<file path="src/sv/atg_pkg.sv">
// Shared constants, codes and the arctangent table of the tilt and gyro integrator.
package atg_pkg;

  localparam int SAMPLE_BITS_DEF = 16;
  localparam int SUM_BITS_DEF    = 48;
  localparam int ANGLE_ITER_DEF  = 16;

  localparam int TILT_W      = 15;
  localparam int TS_W        = 16;
  localparam int ATAN_IDX_W  = 5;
  localparam int ATAN_W      = 23;
  localparam int ANGLE_LIMIT = 11520;

  localparam int CFG_ADDR_W = 3;
  localparam int CFG_DATA_W = 32;
  localparam logic REG_TIME_STEP = 1'b0;
  localparam logic [TS_W-1:0] TIME_STEP_RESET = 16'd6554;

  // atan(2^-i) in degrees, 16 fraction bits; zero past the end of the table
  function automatic logic [ATAN_W-1:0] atan_q16(input logic [ATAN_IDX_W-1:0] idx);
    logic [ATAN_W-1:0] v;
    case (idx)
      5'd0:    v = 23'd2949120;
      5'd1:    v = 23'd1740967;
      5'd2:    v = 23'd919879;
      5'd3:    v = 23'd466945;
      5'd4:    v = 23'd234379;
      5'd5:    v = 23'd117304;
      5'd6:    v = 23'd58666;
      5'd7:    v = 23'd29335;
      5'd8:    v = 23'd14668;
      5'd9:    v = 23'd7334;
      5'd10:   v = 23'd3667;
      5'd11:   v = 23'd1833;
      5'd12:   v = 23'd917;
      5'd13:   v = 23'd458;
      5'd14:   v = 23'd229;
      5'd15:   v = 23'd115;
      5'd16:   v = 23'd57;
      5'd17:   v = 23'd29;
      5'd18:   v = 23'd14;
      5'd19:   v = 23'd7;
      5'd20:   v = 23'd4;
      5'd21:   v = 23'd2;
      5'd22:   v = 23'd1;
      default: v = 23'd0;
    endcase
    return v;
  endfunction

endpackage

</file>
<file path="src/sv/atg_in_if.sv">
// Input channel: one IMU sample beat.
interface atg_in_if #(
  parameter int SAMPLE_BITS = atg_pkg::SAMPLE_BITS_DEF
);
  logic                          valid;
  logic                          ready;
  logic signed [SAMPLE_BITS-1:0] accel_x;
  logic signed [SAMPLE_BITS-1:0] accel_y;
  logic signed [SAMPLE_BITS-1:0] accel_z;
  logic signed [SAMPLE_BITS-1:0] rate_x;
  logic signed [SAMPLE_BITS-1:0] rate_y;
  logic signed [SAMPLE_BITS-1:0] rate_z;

  modport source (output valid, accel_x, accel_y, accel_z, rate_x, rate_y, rate_z,
                  input ready);
  modport sink   (input valid, accel_x, accel_y, accel_z, rate_x, rate_y, rate_z,
                  output ready);
endinterface

</file>
<file path="src/sv/atg_out_if.sv">
// Result channel: one attitude result beat.
interface atg_out_if #(
  parameter int SUM_BITS = atg_pkg::SUM_BITS_DEF
);
  logic                               valid;
  logic                               ready;
  logic signed [atg_pkg::TILT_W-1:0]  tilt_roll;
  logic signed [atg_pkg::TILT_W-1:0]  tilt_pitch;
  logic signed [atg_pkg::TILT_W-1:0]  tilt_yaw;
  logic signed [SUM_BITS-1:0]         gyro_roll;
  logic signed [SUM_BITS-1:0]         gyro_pitch;
  logic signed [SUM_BITS-1:0]         gyro_yaw;

  modport source (output valid, tilt_roll, tilt_pitch, tilt_yaw,
                  gyro_roll, gyro_pitch, gyro_yaw, input ready);
  modport sink   (input valid, tilt_roll, tilt_pitch, tilt_yaw,
                  gyro_roll, gyro_pitch, gyro_yaw, output ready);
endinterface

</file>
<file path="src/sv/accel_tilt_gyro_integrate.sv">
// Top level: gyro integration and accelerometer tilt by shared multiplier, root and CORDIC.
//
//   channel | dir | handshake          | payload
//   in_ch   | in  | valid/ready        | accel_x/y/z, rate_x/y/z
//   out_ch  | out | valid/ready        | tilt_roll/pitch/yaw, gyro_roll/pitch/yaw
//   cfg_*   | in  | APB, pready high   | time_step at byte address 0
//
// A sample runs through three multiply/accumulate steps, then per tilt angle the squaring of
// both axes under the root, a load, a root of SAMPLE_BITS + 8 bits, a load, one CORDIC step per
// cycle and a final scale; the result register is then loaded, and the next beat is taken
// in the idle state.
// in_ch.ready is high only while the sequencer is idle; the result register holds its beat
// while out_ch.ready is low, and the sequencer waits in its last state until the register
// frees. Synchronous active-low reset clears the accumulators and restores time_step.
module accel_tilt_gyro_integrate #(
  parameter int SAMPLE_BITS      = atg_pkg::SAMPLE_BITS_DEF,
  parameter int SUM_BITS         = atg_pkg::SUM_BITS_DEF,
  parameter int ANGLE_ITERATIONS = atg_pkg::ANGLE_ITER_DEF
) (
  input  logic                           clk,
  input  logic                           rst_n,
  atg_in_if.sink                         in_ch,
  atg_out_if.source                      out_ch,
  input  logic                           cfg_psel,
  input  logic                           cfg_penable,
  input  logic                           cfg_pwrite,
  input  logic [atg_pkg::CFG_ADDR_W-1:0] cfg_paddr,
  input  logic [atg_pkg::CFG_DATA_W-1:0] cfg_pwdata,
  output logic [atg_pkg::CFG_DATA_W-1:0] cfg_prdata,
  output logic                           cfg_pready
);

  localparam int TS_W    = atg_pkg::TS_W;
  localparam int TILT_W  = atg_pkg::TILT_W;
  localparam int MUL_W   = ((SAMPLE_BITS > TS_W) ? SAMPLE_BITS : TS_W) + 1;
  localparam int PROD_W  = 2 * MUL_W;
  localparam int SW      = ((SUM_BITS > PROD_W) ? SUM_BITS : PROD_W) + 2;
  localparam int SQ_W    = 2 * SAMPLE_BITS;
  localparam int RAD_W   = SQ_W + 16;
  localparam int ROOT_W  = RAD_W / 2;
  localparam int REM_W   = ROOT_W + 2;
  localparam int RCNT_W  = $clog2(ROOT_W + 1);
  localparam int CW      = SAMPLE_BITS + 11;
  localparam int ZW      = 26;
  localparam int ICNT_W  = $clog2(ANGLE_ITERATIONS + 1);

  typedef enum logic [10:0] {
    S_IDLE  = 11'b00000000001,
    S_GMUL  = 11'b00000000010,
    S_GADD  = 11'b00000000100,
    S_SQP   = 11'b00000001000,
    S_SQQ   = 11'b00000010000,
    S_RINIT = 11'b00000100000,
    S_ROOT  = 11'b00001000000,
    S_CINIT = 11'b00010000000,
    S_CORD  = 11'b00100000000,
    S_ANGLE = 11'b01000000000,
    S_DONE  = 11'b10000000000
  } state_t;

  state_t state_r, state_nxt;

  logic [TS_W-1:0]               ts_r;
  logic signed [SAMPLE_BITS-1:0] ax_r, ay_r, az_r;
  logic signed [SAMPLE_BITS-1:0] rate_r [3];
  logic signed [SUM_BITS-1:0]    acc_r [3];
  logic [1:0]                    k_r;
  logic [1:0]                    t_r;
  logic signed [PROD_W-1:0]      prod_r;
  logic [SQ_W-1:0]               sq_r;
  logic [RAD_W-1:0]              rad_r;
  logic [REM_W-1:0]              rem_r;
  logic [ROOT_W-1:0]             root_r;
  logic [RCNT_W-1:0]             rcnt_r;
  logic signed [CW-1:0]          x_r, y_r;
  logic signed [ZW-1:0]          z_r;
  logic [ICNT_W-1:0]             icnt_r;
  logic                          zero_r;
  logic signed [TILT_W-1:0]      tilt_r [3];
  logic                          out_valid_r;

  // Config port: time_step write and read back
  logic cfg_wr;
  assign cfg_pready = 1'b1;
  assign cfg_wr     = cfg_psel && cfg_penable && cfg_pwrite &&
                      (cfg_paddr[atg_pkg::CFG_ADDR_W-1] == atg_pkg::REG_TIME_STEP);
  assign cfg_prdata = (cfg_paddr[atg_pkg::CFG_ADDR_W-1] == atg_pkg::REG_TIME_STEP) ?
                      {{(atg_pkg::CFG_DATA_W-TS_W){1'b0}}, ts_r} : '0;

  always_ff @(posedge clk) begin
    if (!rst_n) begin
      ts_r <= atg_pkg::TIME_STEP_RESET;
    end else if (cfg_wr) begin
      ts_r <= cfg_pwdata[TS_W-1:0];
    end
  end

  // Tilt operands: numerator and the two axes under the root
  logic signed [SAMPLE_BITS-1:0] n_sel, p_sel, q_sel;
  always_comb begin
    case (t_r)
      2'd0:    begin n_sel = ay_r; p_sel = ax_r; end
      2'd1:    begin n_sel = ax_r; p_sel = ay_r; end
      default: begin n_sel = ax_r; p_sel = ax_r; end
    endcase
    q_sel = az_r;
  end

  // Shared multiplier
  logic signed [MUL_W-1:0]  mul_a, mul_b;
  logic signed [PROD_W-1:0] mul_p;
  always_comb begin
    case (state_r)
      S_GMUL: begin
        mul_a = MUL_W'(rate_r[k_r]);
        mul_b = signed'({{(MUL_W-TS_W){1'b0}}, ts_r});
      end
      S_SQP: begin
        mul_a = MUL_W'(p_sel);
        mul_b = MUL_W'(p_sel);
      end
      S_SQQ: begin
        mul_a = MUL_W'(q_sel);
        mul_b = MUL_W'(q_sel);
      end
      default: begin
        mul_a = '0;
        mul_b = '0;
      end
    endcase
  end
  assign mul_p = mul_a * mul_b;

  // Saturating accumulate
  localparam logic signed [SW-1:0] SUM_MAX =
    signed'({{(SW-SUM_BITS+1){1'b0}}, {(SUM_BITS-1){1'b1}}});
  localparam logic signed [SW-1:0] SUM_MIN = -SUM_MAX - SW'(1);
  logic signed [SW-1:0]       sum_w;
  logic signed [SUM_BITS-1:0] sum_sat;
  assign sum_w = SW'(acc_r[k_r]) + SW'(prod_r);
  always_comb begin
    if (sum_w > SUM_MAX) begin
      sum_sat = SUM_MAX[SUM_BITS-1:0];
    end else if (sum_w < SUM_MIN) begin
      sum_sat = SUM_MIN[SUM_BITS-1:0];
    end else begin
      sum_sat = sum_w[SUM_BITS-1:0];
    end
  end

  // Root step: bring down two radicand bits, try to subtract
  logic [REM_W+1:0] rem_ext, trial;
  logic             rbit;
  assign rem_ext = {rem_r, rad_r[RAD_W-1 -: 2]};
  assign trial   = {2'b00, root_r, 2'b01};
  assign rbit    = (rem_ext >= trial);

  // CORDIC step
  logic signed [CW-1:0]  dx, dy;
  logic signed [ZW-1:0]  tz;
  assign dx = y_r >>> icnt_r;
  assign dy = x_r >>> icnt_r;
  assign tz = signed'(ZW'(atg_pkg::atan_q16(atg_pkg::ATAN_IDX_W'(icnt_r))));

  // Final scale and clamp
  localparam logic signed [ZW-1:0] LIM_Z = ZW'(atg_pkg::ANGLE_LIMIT);
  logic signed [ZW-1:0]     zr;
  logic signed [TILT_W-1:0] ang, ang_out;
  assign zr = (z_r + ZW'(256)) >>> 9;
  always_comb begin
    if (zero_r) begin
      ang = '0;
    end else if (zr > LIM_Z) begin
      ang = TILT_W'(atg_pkg::ANGLE_LIMIT);
    end else if (zr < -LIM_Z) begin
      ang = -TILT_W'(atg_pkg::ANGLE_LIMIT);
    end else begin
      ang = zr[TILT_W-1:0];
    end
    ang_out = (t_r == 2'd1) ? ang : -ang;
  end

  logic out_free;
  assign out_free    = !out_valid_r || out_ch.ready;
  assign in_ch.ready = (state_r == S_IDLE);

  // Sequencer
  always_comb begin
    state_nxt = state_r;
    case (state_r)
      S_IDLE:  if (in_ch.valid) state_nxt = S_GMUL;
      S_GMUL:  state_nxt = S_GADD;
      S_GADD:  state_nxt = (k_r == 2'd2) ? S_SQP : S_GMUL;
      S_SQP:   state_nxt = S_SQQ;
      S_SQQ:   state_nxt = S_RINIT;
      S_RINIT: state_nxt = S_ROOT;
      S_ROOT:  if (rcnt_r == RCNT_W'(ROOT_W - 1)) state_nxt = S_CINIT;
      S_CINIT: state_nxt = (ANGLE_ITERATIONS > 0) ? S_CORD : S_ANGLE;
      S_CORD:  if (icnt_r == ICNT_W'(ANGLE_ITERATIONS - 1)) state_nxt = S_ANGLE;
      S_ANGLE: state_nxt = (t_r == 2'd2) ? S_DONE : S_SQP;
      S_DONE:  if (out_free) state_nxt = S_IDLE;
      default: state_nxt = S_IDLE;
    endcase
  end

  always_ff @(posedge clk) begin
    if (!rst_n) begin
      state_r <= S_IDLE;
    end else begin
      state_r <= state_nxt;
    end
  end

  // Datapath registers
  always_ff @(posedge clk) begin
    if (!rst_n) begin
      acc_r[0] <= '0;
      acc_r[1] <= '0;
      acc_r[2] <= '0;
      k_r      <= '0;
      t_r      <= '0;
    end else begin
      case (state_r)
        S_IDLE: begin
          if (in_ch.valid) begin
            ax_r      <= in_ch.accel_x;
            ay_r      <= in_ch.accel_y;
            az_r      <= in_ch.accel_z;
            rate_r[0] <= in_ch.rate_x;
            rate_r[1] <= in_ch.rate_y;
            rate_r[2] <= in_ch.rate_z;
            k_r       <= '0;
            t_r       <= '0;
          end
        end
        S_GMUL: prod_r <= mul_p;
        S_GADD: begin
          acc_r[k_r] <= sum_sat;
          k_r        <= k_r + 2'd1;
        end
        S_SQP: prod_r <= mul_p;
        S_SQQ: begin
          sq_r   <= prod_r[SQ_W-1:0];
          prod_r <= mul_p;
        end
        S_RINIT: begin
          rad_r  <= {sq_r + prod_r[SQ_W-1:0], 16'b0};
          rem_r  <= '0;
          root_r <= '0;
          rcnt_r <= '0;
        end
        S_ROOT: begin
          rem_r  <= rbit ? REM_W'(rem_ext - trial) : REM_W'(rem_ext);
          root_r <= {root_r[ROOT_W-2:0], rbit};
          rad_r  <= {rad_r[RAD_W-3:0], 2'b00};
          rcnt_r <= rcnt_r + RCNT_W'(1);
        end
        S_CINIT: begin
          x_r    <= signed'(CW'(root_r));
          y_r    <= CW'(n_sel) <<< 8;
          z_r    <= '0;
          icnt_r <= '0;
          zero_r <= (root_r == '0) && (n_sel == '0);
        end
        S_CORD: begin
          if (!y_r[CW-1]) begin
            x_r <= x_r + dx;
            y_r <= y_r - dy;
            z_r <= z_r + tz;
          end else begin
            x_r <= x_r - dx;
            y_r <= y_r + dy;
            z_r <= z_r - tz;
          end
          icnt_r <= icnt_r + ICNT_W'(1);
        end
        S_ANGLE: begin
          tilt_r[t_r] <= ang_out;
          t_r         <= t_r + 2'd1;
        end
        default: ;
      endcase
    end
  end

  // Result register: load on finish, hold while stalled
  always_ff @(posedge clk) begin
    if (!rst_n) begin
      out_valid_r <= 1'b0;
    end else if (state_r == S_DONE && out_free) begin
      out_valid_r       <= 1'b1;
      out_ch.tilt_roll  <= tilt_r[0];
      out_ch.tilt_pitch <= tilt_r[1];
      out_ch.tilt_yaw   <= tilt_r[2];
      out_ch.gyro_roll  <= acc_r[0];
      out_ch.gyro_pitch <= acc_r[1];
      out_ch.gyro_yaw   <= acc_r[2];
    end else if (out_ch.ready) begin
      out_valid_r <= 1'b0;
    end
  end
  assign out_ch.valid = out_valid_r;

endmodule

</file>
<file path="src/flat_wrapper.sv">
// flat-port wrapper written by rule: the top's interface ports become plain ports
module accel_tilt_gyro_integrate_flat 
#(
  parameter int SAMPLE_BITS      = atg_pkg::SAMPLE_BITS_DEF,
  parameter int SUM_BITS         = atg_pkg::SUM_BITS_DEF,
  parameter int ANGLE_ITERATIONS = atg_pkg::ANGLE_ITER_DEF
)
  (clk, rst_n, cfg_psel, cfg_penable, cfg_pwrite, cfg_paddr, cfg_pwdata, cfg_prdata, cfg_pready, in_ch_valid, in_ch_accel_x, in_ch_accel_y, in_ch_accel_z, in_ch_rate_x, in_ch_rate_y, in_ch_rate_z, in_ch_ready, out_ch_valid, out_ch_tilt_roll, out_ch_tilt_pitch, out_ch_tilt_yaw, out_ch_gyro_roll, out_ch_gyro_pitch, out_ch_gyro_yaw, out_ch_ready);
  atg_in_if #(.SAMPLE_BITS(SAMPLE_BITS)) in_ch_i ();
  atg_out_if #(.SUM_BITS(SUM_BITS)) out_ch_i ();
  input  logic clk;
  input  logic rst_n;
  input  logic cfg_psel;
  input  logic cfg_penable;
  input  logic cfg_pwrite;
  input  logic [atg_pkg::CFG_ADDR_W-1:0] cfg_paddr;
  input  logic [atg_pkg::CFG_DATA_W-1:0] cfg_pwdata;
  output logic [atg_pkg::CFG_DATA_W-1:0] cfg_prdata;
  output logic cfg_pready;
  input wire logic [$bits(in_ch_i.valid)-1:0] in_ch_valid;
  input wire logic [$bits(in_ch_i.accel_x)-1:0] in_ch_accel_x;
  input wire logic [$bits(in_ch_i.accel_y)-1:0] in_ch_accel_y;
  input wire logic [$bits(in_ch_i.accel_z)-1:0] in_ch_accel_z;
  input wire logic [$bits(in_ch_i.rate_x)-1:0] in_ch_rate_x;
  input wire logic [$bits(in_ch_i.rate_y)-1:0] in_ch_rate_y;
  input wire logic [$bits(in_ch_i.rate_z)-1:0] in_ch_rate_z;
  output wire logic [$bits(in_ch_i.ready)-1:0] in_ch_ready;
  output wire logic [$bits(out_ch_i.valid)-1:0] out_ch_valid;
  output wire logic [$bits(out_ch_i.tilt_roll)-1:0] out_ch_tilt_roll;
  output wire logic [$bits(out_ch_i.tilt_pitch)-1:0] out_ch_tilt_pitch;
  output wire logic [$bits(out_ch_i.tilt_yaw)-1:0] out_ch_tilt_yaw;
  output wire logic [$bits(out_ch_i.gyro_roll)-1:0] out_ch_gyro_roll;
  output wire logic [$bits(out_ch_i.gyro_pitch)-1:0] out_ch_gyro_pitch;
  output wire logic [$bits(out_ch_i.gyro_yaw)-1:0] out_ch_gyro_yaw;
  input wire logic [$bits(out_ch_i.ready)-1:0] out_ch_ready;
  assign in_ch_i.valid = in_ch_valid;
  assign in_ch_i.accel_x = in_ch_accel_x;
  assign in_ch_i.accel_y = in_ch_accel_y;
  assign in_ch_i.accel_z = in_ch_accel_z;
  assign in_ch_i.rate_x = in_ch_rate_x;
  assign in_ch_i.rate_y = in_ch_rate_y;
  assign in_ch_i.rate_z = in_ch_rate_z;
  assign in_ch_ready = in_ch_i.ready;
  assign out_ch_valid = out_ch_i.valid;
  assign out_ch_tilt_roll = out_ch_i.tilt_roll;
  assign out_ch_tilt_pitch = out_ch_i.tilt_pitch;
  assign out_ch_tilt_yaw = out_ch_i.tilt_yaw;
  assign out_ch_gyro_roll = out_ch_i.gyro_roll;
  assign out_ch_gyro_pitch = out_ch_i.gyro_pitch;
  assign out_ch_gyro_yaw = out_ch_i.gyro_yaw;
  assign out_ch_i.ready = out_ch_ready;
  accel_tilt_gyro_integrate #(.SAMPLE_BITS(SAMPLE_BITS), .SUM_BITS(SUM_BITS), .ANGLE_ITERATIONS(ANGLE_ITERATIONS)) u_core (.clk(clk), .rst_n(rst_n), .in_ch(in_ch_i), .out_ch(out_ch_i), .cfg_psel(cfg_psel), .cfg_penable(cfg_penable), .cfg_pwrite(cfg_pwrite), .cfg_paddr(cfg_paddr), .cfg_pwdata(cfg_pwdata), .cfg_prdata(cfg_prdata), .cfg_pready(cfg_pready));
endmodule
</file>
<file path="config.mk">
export PLATFORM = sky130hd
export DESIGN_NAME = accel_tilt_gyro_integrate_flat
export DESIGN_NICKNAME = d
export VERILOG_FILES = /design/src/sv/atg_pkg.sv /design/src/sv/atg_in_if.sv /design/src/sv/atg_out_if.sv /design/src/sv/accel_tilt_gyro_integrate.sv /design/src/flat_wrapper.sv
export SDC_FILE = /design/constraint.sdc
export NUM_CORES = 2
export LEC_CHECK = 0
export BUFFER_PORTS_ARGS = -buffer_cell sky130_fd_sc_hd__buf_2
export CORE_ASPECT_RATIO = 1.25
export CORE_UTILIZATION = 43
export CTS_CLUSTER_DIAMETER = 80
export DETAILED_ROUTE_END_ITERATION = 6
export GPL_TIMING_DRIVEN = 0
export SETUP_SLACK_MARGIN = 0.15
export SYNTH_ARGS = -nofsm -noshare
export SYNTH_HDL_FRONTEND = slang
export SYNTH_SLANG_ARGS = --single-unit
</file>
<file path="constraint.sdc">
create_clock -name clk -period 23.2 [get_ports clk]
set_clock_uncertainty 0.15 [all_clocks]
set_input_delay 6.96 -clock clk [delete_from_list [all_inputs] [get_ports clk]]
set_output_delay 6.96 -clock clk [all_outputs]
set_load 0.005 [all_outputs]
</file>
==> impl_metrics.env <==
export IMPL_status="complete, but fails checks"
export IMPL_violations="capacitance limit"
export IMPL_syn_area_per_cell_um2=10.8
export IMPL_cts_hold_fix_buffers=0
export IMPL_swShare_pct=25.0
export IMPL_p_comb_share_pct=8.0
export IMPL_crit_top_cell="buf_2"
export IMPL_cap_violations=1
export IMPL_p_int_w=0.00260
export IMPL_antenna_found_initial=12
export IMPL_cpMaxStageDelayCell="clkbuf_1"
export IMPL_grt_max_degree=49
export IMPL_hpwl_um=143000
export IMPL_p_per_area_nw_per_um2=54.9
export IMPL_grtUsageTotal_pct=27.8
export IMPL_grt_ovfl_total=0
export IMPL_setup_viol=0
export IMPL_synth_area_um2=55800
export IMPL_synth_edf_count=761
export IMPL_ys_warn_count=0
export IMPL_num_vias=42300
export IMPL_core_um2=129000
export IMPL_mostFrequentLayoutCells="edfxtp_1 (761), nor2_1 (619), inv_1 (465), nand2_1 (368), buf_2 (336)"
export IMPL_p_leak_nw=25.4
export IMPL_tightestPinTransition_ns=1.46
export IMPL_seq_area_frac_synth_pct=43.0
export IMPL_final_nets=6329
export IMPL_yosysTopAreaCell="edfxtp_1"
export IMPL_ys_ff_latch=817
export IMPL_final_common_cell="edfxtp_1"
export IMPL_totalWireLength_um=183000
export IMPL_start_util_pct=43.4
export IMPL_crit_required_ns=16.09
export IMPL_cts_buffers_inserted=89
export IMPL_wl_per_cell_um=24.7
export IMPL_first_global_vias=42500
export IMPL_drt_initial_drc_count=3546
export IMPL_cts_tree="built"
export IMPL_drive_above_1_share_pct=12.6
export IMPL_crit_path_end_kind="primary output"
export IMPL_drt_pass1_iterations=6
export IMPL_setup_tns_ns=0
export IMPL_cts_buffer_depth=3
export IMPL_die_y_um=405
export IMPL_async_reset_ff_share_pct=0
export IMPL_synth_flop_cell="edfxtp_1"
export IMPL_layout_setup_ws_ns=7.87
export IMPL_maxSlewHeadroom_pct=1.52
export IMPL_synth_cell_type_count=94
export IMPL_worstSetupPathType="in2out"
export IMPL_rows=147
export IMPL_fmax_mhz=65.3
export IMPL_worst_r2r_setup_slack_ns=11.81
export IMPL_clkLatencyLatePin_ns=0.74
export IMPL_clk_transition_reported_paths_ns=0.06
export IMPL_cts_sinks=817
export IMPL_crit_fanout=10
export IMPL_seq_power_share_pct=47.8
export IMPL_cts_max_level=3
export IMPL_pwr_share_clk_pct=44.2
export IMPL_ant_nets=0
export IMPL_fin_crit_sh_pct=66.1
export IMPL_synthTopCellsByArea="edfxtp_1 (41%), fa_1 (10%), ha_1 (6.5%)"
export IMPL_numPortBuffers=326
export IMPL_die_width_um=324
export IMPL_power_switching_w=0.000865
export IMPL_place_gp_congestion=0.999
export IMPL_hold_viol=0
export IMPL_cp_num_buf_inv=3
export IMPL_drv_slew=0
export IMPL_dp_slack_ns=7.91
export IMPL_vias_per_cell=5.72
export IMPL_cpLargestDelayFamily="buffers and inverters"
export IMPL_finalCriticalPeriod_ns=15.33
export IMPL_post_route_drc_count=0
export IMPL_clock_root_buffer="clkbuf_16"
export IMPL_synth_cells=5164
export IMPL_crit_chain="buf_2 > clkbuf_1 > nor2b_1 > buf_2"
export IMPL_grt_pass1_wl_um=269000
export IMPL_ir_worst_vdd_v=0.0000547
export IMPL_ios=362
export IMPL_die_area_um2=131000
export IMPL_crit_arrival_ns=8.22
export IMPL_critPathMaxStageDelay_ns=0.67
export IMPL_area_growth_pct=13.2
export IMPL_synth_top_cell_area_share_pct=41.0
export IMPL_rsz0062_at_grt="no"
export IMPL_postCtsSetupBuffers=0
export IMPL_startpoint_type="primary input"
export IMPL_holdCritPathClass="reg2reg"
export IMPL_ctsResizeCount=0
power groups by stage:
stage / Combinational (W) / Sequential [W] / Clock [W]
CTS: 0.000274 / 0.00166 / 0.00156
global placement: 0.000267 / 0.00169 / 0
finish: 0.000277 / 0.00166 / 0.00153
detailed placement: 0.000272 / 0.00169 / 0
global route: 0.000300 / 0.00166 / 0.00161
floorplan: 0.000174 / 0.00168 / 0
synthesized netlist by cell type (33+ instances only):
cell      count
nand2_1     371
o21bai_1     43
and2_1       37
mux2i_1      98
ha_1        289
inv_1       466
nor2b_1      55
xor2_1       89
a21o_1       95
nand2b_1     42
o21a_1       33
dfxtp_1      56
mux4_2      103
a31oi_1      40
nand3_1      68
and3_1       37
nor2_1      620
a21oi_1     318
nand4_1      38
a211oi_1     42
edfxtp_1    761
nor3_1       71
xnor2_1     193
fa_1        291
clkbuf_1    164
o21ai_0     292
path summary, 6_finish.rpt:
path                             startpoint                           end  cells past startpoint
min           u_core.tilt_r[2][8]$_DFFE_PP_  out_ch_tilt_yaw[8]$_DFFE_PP_                      0
max                            cfg_paddr[2]                 cfg_prdata[5]                      4
max reg2reg  u_core.state_r[5]$_SDFFE_PN0P_   u_core.prod_r[33]$_DFFE_PP_                     30
min reg2reg   u_core.tilt_r[2][8]$_DFFE_PP_  out_ch_tilt_yaw[8]$_DFFE_PP_                      0
sequential cells by signal, indices dropped and copies added, names as in the netlist, 16 cells and up, named ones only:
register	flops
u_core.sq_r	32
u_core.x_r	27
u_core.y_r	27
out_ch_gyro_roll	48
u_core.rem_r	26
u_core.ts_r	16
u_core.tilt_r	45
u_core.prod_r	34
out_ch_gyro_yaw	48
u_core.ax_r	16
u_core.ay_r	16
u_core.rad_r	32
u_core.tz	22
out_ch_gyro_pitch	48
u_core.rate_r	48
u_core.z_r	26
u_core.root_r	24
u_core.acc_r	192
u_core.az_r	16
per-stage QoR:
| step | total power, W | instances | util [%] | instance area (µm²) | hold slack, ns |
|---|---|---|---|---|---|
| floorplan | 0.00185 | 5179 | - | 55800 | 0.250 |
| global placement | 0.00196 | 7218 | 46.4 | 59600 | 0.252 |
| detailed placement | 0.00196 | 7231 | 46.6 | 59900 | 0.255 |
| CTS | 0.00349 | 7397 | 49.1 | 63100 | 0.258 |
| global route | 0.00356 | 7401 | 49.1 | 63100 | 0.258 |
| finish | 0.00347 | 7403 | 49.1 | 63100 | 0.252 |
per-layer routing:
metal | routed length [µm] | track usage [%] | up-vias
li1 | - | - | 19200
met1 | 71100 | 34.2 | 21200
met2 | 90400 | 47.7 | 1521
met3 | 11400 | 3.74 | 400
met4 | 9720 | 13.8 | 8
met5 | 48 | 0 | -
area by class of cell:
| cell class | instances | area, µm² |
|---|---|---|
| flip-flops and latches | 817 | 24000 |
| well taps | 1713 | 2140 |
| fillers | 11700 | 65400 |
| repair buffers | 341 | 1900 |
| diodes | 4 | 10.0 |
| clock buffers | 107 | 2350 |
| plain buffers | 227 | 966 |
| clock inverters | 59 | 841 |
| multi-input cells | 3666 | 29200 |
| inverters | 469 | 1760 |
logic make-up after synthesis:
logic type / count (synthesis) / share of synthesized area [%]
and+or+nand+nor: 1469 / 12.1
AOI/OAI and AO/OA: 1077 / 12.0
DFF: 817 / 43.0
buffers and inverters: 696 / 4.89
adders and majority gates: 589 / 17.1
xor gates and xnor gates: 282 / 4.43
muxes: 232 / 6.54
other: 2 / 0.0135
No activity file was read; power rests on OpenSTA's default activity.
